[config.mk]
export PLATFORM = sky130hd
export DESIGN_NAME = ebv_cordic_cell
export DESIGN_NICKNAME = d
export VERILOG_FILES = /design/src/sv/assert_macros.svh /design/src/sv/ebv_pkg.sv /design/src/sv/ebv_cordic_cell.sv
export SDC_FILE = /design/constraint.sdc
export NUM_CORES = 2
export LEC_CHECK = 0
export BUFFER_PORTS_ARGS = -buffer_cell sky130_fd_sc_hd__buf_4
export CAP_MARGIN = 20
export CORE_MARGIN = 1
export CORE_UTILIZATION = 50
export CTS_CLUSTER_DIAMETER = 120
export DETAILED_ROUTE_END_ITERATION = 16
export PLACE_DENSITY = 0.71
export SYNTH_ARGS = -nofsm -noshare
export SYNTH_HDL_FRONTEND = slang
export SYNTH_SLANG_ARGS = --single-unit
[constraint.sdc]
create_clock -name clk -period 12.3 [get_ports clk]
set_input_delay 2.46 -clock clk [delete_from_list [all_inputs] [get_ports clk]]
set_output_delay 2.46 -clock clk [all_outputs]
set_load 0.005 [all_outputs]
[src/sv/assert_macros.svh]
// Assertion helpers used by the RTL.
`ifndef ASSERT_MACROS_SVH
`define ASSERT_MACROS_SVH
`ifndef NO_ASSERTIONS
`define EBV_ASSERT(label, clk, rst, prop, msg) \
  label: assert property (@(posedge clk) disable iff (rst) prop) else $error(msg);
`define EBV_ASSERT_RST(label, clk, prop, msg) \
  label: assert property (@(posedge clk) prop) else $error(msg);
`else
`define EBV_ASSERT(label, clk, rst, prop, msg)
`define EBV_ASSERT_RST(label, clk, prop, msg)
`endif
`endif

[src/sv/ebv_pkg.sv]
`default_nettype none
package ebv_pkg;
  localparam int CORDIC_STAGES = 16;
  localparam int ANGLE_BITS = 16;
  localparam int STAGES = (CORDIC_STAGES > 24) ? 24 : CORDIC_STAGES;
  localparam int IDX_W = 5;

  localparam int XW = 34;   // cordic x/y, Q2.30 with headroom
  localparam int ZW = 34;   // residual angle
  localparam int TW = 22;   // sin/cos Q2.20
  localparam int PW = 44;   // two-factor product
  localparam int QW = 64;   // Q.60 sum

  localparam logic [31:0] PHASE_KEEP =
    ~(32'((64'd1 << (32 - ANGLE_BITS)) - 64'd1));
  localparam logic signed [XW-1:0] CORDIC_GAIN = XW'(652032874);

  typedef struct packed {
    logic signed [XW-1:0] x;
    logic signed [XW-1:0] y;
    logic signed [ZW-1:0] z;
  } rot_t;

  // one item in flight through the rotation chain: pitch, yaw, roll
  typedef struct packed {
    logic            valid;
    rot_t [2:0]      rot;
    logic [2:0][1:0] quad;
  } bundle_t;

  function automatic logic [31:0] atan_entry(input logic [IDX_W-1:0] i);
    logic [31:0] v;
    unique case (i)
      5'd0:  v = 32'h20000000;
      5'd1:  v = 32'h12E4051E;
      5'd2:  v = 32'h09FB385B;
      5'd3:  v = 32'h051111D4;
      5'd4:  v = 32'h028B0D43;
      5'd5:  v = 32'h0145D7E1;
      5'd6:  v = 32'h00A2F61E;
      5'd7:  v = 32'h00517C55;
      5'd8:  v = 32'h0028BE53;
      5'd9:  v = 32'h00145F2F;
      5'd10: v = 32'h000A2F98;
      5'd11: v = 32'h000517CC;
      5'd12: v = 32'h00028BE6;
      5'd13: v = 32'h000145F3;
      5'd14: v = 32'h0000A2FA;
      5'd15: v = 32'h0000517D;
      5'd16: v = 32'h000028BE;
      5'd17: v = 32'h0000145F;
      5'd18: v = 32'h00000A2F;
      5'd19: v = 32'h00000517;
      5'd20: v = 32'h0000028B;
      5'd21: v = 32'h00000145;
      5'd22: v = 32'h000000A2;
      5'd23: v = 32'h00000051;
      default: v = 32'h0;
    endcase
    return v;
  endfunction
endpackage
`default_nettype wire

[src/sv/ebv_cordic_cell.sv]
`default_nettype none
module ebv_cordic_cell (
  input  wire logic                         clk,
  input  wire logic                         rst,
  input  wire logic                         advance,
  input  wire logic [ebv_pkg::IDX_W-1:0]    stage,
  input  wire ebv_pkg::bundle_t             din,
  output ebv_pkg::bundle_t                  dout
);
  ebv_pkg::bundle_t             nxt;
  logic signed [ebv_pkg::ZW-1:0] ang;

  always_comb begin
    ang = ebv_pkg::ZW'($signed({1'b0, ebv_pkg::atan_entry(stage)}));
    nxt = din;
    for (int k = 0; k < 3; k++) begin
      if (!din.rot[k].z[ebv_pkg::ZW-1]) begin
        nxt.rot[k].x = din.rot[k].x - (din.rot[k].y >>> stage);
        nxt.rot[k].y = din.rot[k].y + (din.rot[k].x >>> stage);
        nxt.rot[k].z = din.rot[k].z - ang;
      end else begin
        nxt.rot[k].x = din.rot[k].x + (din.rot[k].y >>> stage);
        nxt.rot[k].y = din.rot[k].y - (din.rot[k].x >>> stage);
        nxt.rot[k].z = din.rot[k].z + ang;
      end
    end
  end

  always_ff @(posedge clk) begin
    if (advance) begin
      dout.rot  <= nxt.rot;
      dout.quad <= nxt.quad;
    end
    if (rst) begin
      dout.valid <= 1'b0;
    end else if (advance) begin
      dout.valid <= nxt.valid;
    end
  end
endmodule
`default_nettype wire

==> out/metrics.csv <==
stage;metric;value;unit
run_status;status;finished, final reports clean;
timing;worst slew pin tran;1.09;ns
synthesis;top_reg_cell synth;edfxtp_1;
global_routing;Remaining Overflow, GRT;0;
critical_path;crit path launch;stage[1];
synthesis;post-synthesis area per instance;9.19;sq um
synthesis;Cell variety after synth;97;
critical_path;flop-to-flop setup slack;11.70;ns
critical_path;CP Max Fanout;76;
cells_and_area;Largest Register;dout;
clocking;Clock Tree Root;clkbuf_16;
clocking;post_cts resized;0;
cells_and_area;fin area;49600;sq um
synthesis;synthesized cell area;43000;sq um
critical_path;Setup crit end kind;flip-flop;
timing;Slew Limit Headroom;0.269;
global_routing;vias in the first global route;38300;
critical_path;Critical Path, Cell by Cell;clkbuf_8, clkinv_2, ha_1, mux4_2, a21oi_1, and3_1, and3b_1, nand4_1, nor2_1, nor2_1, mux2_2, ha_1, a21o_1, a21o_1, a21oi_1, o21ai_0, a221oi_1, o2111a_1, nor3_1, a2111oi_0, o21bai_1, a21oi_1, xor2_1;
clocking;Hold Buf Count CTS;0;
clocking;worst skew pair latency;0.58;ns
synthesis;Yosys warning total;0;
critical_path;Req. time, crit path;12.65;ns
cells_and_area;max reg flops;313;
clocking;Clock transition at path regs;0.06;ns
die;Die X;295;um
detailed_routing;DRT iter0 DRCs;4721;
global_routing;total track usage;0.355;
synthesis;Async SR Flop Fraction;0;
timing;Final setup viols;0;
synthesis;Seq/Total Area, Yosys;0.218;
global_routing;initial antenna violation count;10;
die;Row Count;107;
clocking;Clock Path Buffers;3;
critical_path;CP max stage cell;clkinv_2;
detailed_routing;routed wire length;162000;um
cells_and_area;Final nets;5786;
placed_design;Port-buffer cells;633;
synthesis;syn_nets;5324;
synthesis;Post-Synthesis Cells;4683;
global_routing;global-route wire length before repair;237000;um
power;leakage power;0.0207;uW
timing;Tmin final;9.37;ns
critical_path;CP peak stage delay;0.76;ns
power;VDD IR-drop max;0.117;mV
clocking;CTS tree;done;
die;Core Area;85100;sq um
cells_and_area;share of cells above drive strength 1;0.223;
timing;unrepaired setup endpoints after global routing;false;
placed_design;hpwl dp;126000;um
placed_design;dpl cell area;48400;sq um
critical_path;worst path bufs/invs;2;
timing;final setup TNS;0;ns
clocking;htree depth;2;
synthesis;number of synthesized flops with an enable pin;312;
die;Die Y;295;um
critical_path;Reg-to-Reg Start;dout[312];
critical_path;Worst Path Class, Setup;input port to flip-flop;
timing;fmax;107;MHz
run;Max Cap Viol;0;
clocking;clock sink count;313;
detailed_routing;drt first pass iters;6;
cells_and_area;biggest regs;dout x313;
timing;final slew viol count;0;
timing;fin crit share;0.761;
placed_design;Final GP Congestion;0.998;
clocking;Post-CTS Setup Bufs;0;
detailed_routing;vias per cell;6.59;
clocking;CTS Buf Count;39;
synthesis;flop and latch count out of synthesis;313;
power;cell area power density;124;nW/um^2
cells_and_area;Area Overhead vs Synth;15.3;%
global_routing;pin count of the biggest net entering global routing;145;
critical_path;CP top delay family;compound AO/OA/AOI/OAI gates;
min_path;Hold Path Origin;dout[312];
timing;final hold viol count;0;
detailed_routing;residual DRC count;0;
critical_path;Arr. time, crit path;9.71;ns
min_path;Hold Path Class;flip-flop to flip-flop;
timing;Setup Skew;0;ns
detailed_routing;antenna-violating nets left;0;
detailed_routing;via count;41700;
critical_path;Critical Path Start Type;input port;
die;DIE AREA;87300;sq um
die;I/O pin cnt;634;
critical_path;Most Frequent Cell on Critical Path;a21oi_1;
die;initial core utilization;0.505;
detailed_routing;routed len/inst;25.5;um
==> cells in the final DEF (no fill, tap or decap), types with 12 or more instances in the layout <==
cell       netlist  layout
a211o_1         14      14
a211oi_1        40      40
a21boi_0        27      27
a21o_1         149     149
a21oi_1        440     440
a221oi_1        17      17
a22oi_1         19      19
a311oi_1        13      13
a31o_2          12      12
a31oi_1         87      87
a41oi_1         15      15
and2_1          56      56
and3_1          52      52
and4_1          14      14
buf_4           13     669
clkbuf_16        0      39
clkinv_1         2      12
edfxtp_1       312     312
ha_1           311     311
inv_1          140     138
mux2_2          80      80
mux2i_1        181     181
mux4_2         276     276
nand2_1        406     406
nand2b_1        57      57
nand3_1         72      72
nand4_1         28      28
nor2_1         389     384
nor2b_1         46      46
nor3_1          44      44
o211ai_1        47      47
o21a_1          46      46
o21ai_0        248     248
o21bai_1        48      48
o22ai_1         29      29
o31ai_1         20      20
or2_2           18      18
or3_1           21      21
xnor2_1        317     317
xor2_1         162     162
==> worst reg2reg max path, stage by stage, from the launching register on <==
cell and delay, ns:
dfxtp_1 0.31, mux2i_1 0.13, nor2_1 0.05
==> cell families after synthesis <==
kind of cell	after synthesis	synth area share
AOI/OAI and AO/OA	1368	0.202
and+or+nand+nor	1266	0.139
muxes	537	0.207
xor gates and xnor gates	479	0.0975
buffers and inverters	400	0.0419
adders and majority gates	320	0.0946
DFF	313	0.218
==> per-layer routing <==
metal  GRT usage  wire length (um)  vias to the layer above
met5           0                 9                        -
met4       0.161              8170                        2
li1            -                 -                    18700
met3      0.0659             16000                      473
met2       0.562             73100                     2503
met1       0.471             64300                    20000
==> Yosys cell counts, drive strengths merged (10+ instances only) <==
cell    number  area (sq um)
a41oi       15           131
o21ai      249          1250
edfxtp     312          9370
and2        59           369
nand4       28           175
o21a        46           345
o31ai       20           150
nor3b       12          95.1
clkbuf     100           377
and4        14           123
xor2       162          1420
buf        156           885
a211o       14           123
a311oi      13           114
nor4        10          90.1
o21bai      48           360
nand2b      57           357
o211ai      47           353
a21boi      27           203
o31a        11          96.3
nand3       72           360
a221oi      19           179
mux2i      181          1810
a211oi      41           313
ha         311          3890
o22ai       29           181
nor2b       46           288
or2         20           125
nor3        47           250
a22oi       19           143
xnor2      317          2780
and3        52           325
mux2        80           901
mux4       276          6220
a31o        12           105
nand2      406          1520
nor2       391          1480
a31oi       87           544
or3         21           131
a21o       149          1120
inv        142           533
a21oi      440          2200
==> stage by stage <==
step	instances	setup slack, ns	utilization	hold slack, ns	total power [uW]
2_1_floorplan	4683	3.50	-	0.485	3740
3_3_place_gp	6247	2.54	0.568	0.484	4940
3_5_place_dp	6248	2.46	0.568	0.505	4960
4_1_cts	6318	3.05	0.583	0.520	6120
5_1_grt	6326	2.44	0.583	0.582	6480
6_report	6326	2.93	0.583	0.512	6150
==> cell type report <==
class	instances	area, sq um
tap	1144	1430
timing repair buffer	677	5140
inverter	144	552
multi-input combinational	3970	31900
clock inverter	24	200
clock buffer	46	1020
antenna	8	20.0
fill	7578	35500
sequential	313	9390
==> where the power goes <==
group	internal, uW	total (uW)	switching (uW)
logic	1500	3310	1810
registers	1590	1700	111
clock network	640	1130	492
==> worst paths after layout <==
kind                     to  cells after the start
setup reg to reg  dout[312]                      2
hold / removal    dout[312]                      2
hold reg to reg   dout[312]                      2
setup / recovery  dout[141]                     23
No activity file was read; power rests on OpenSTA's default activity.
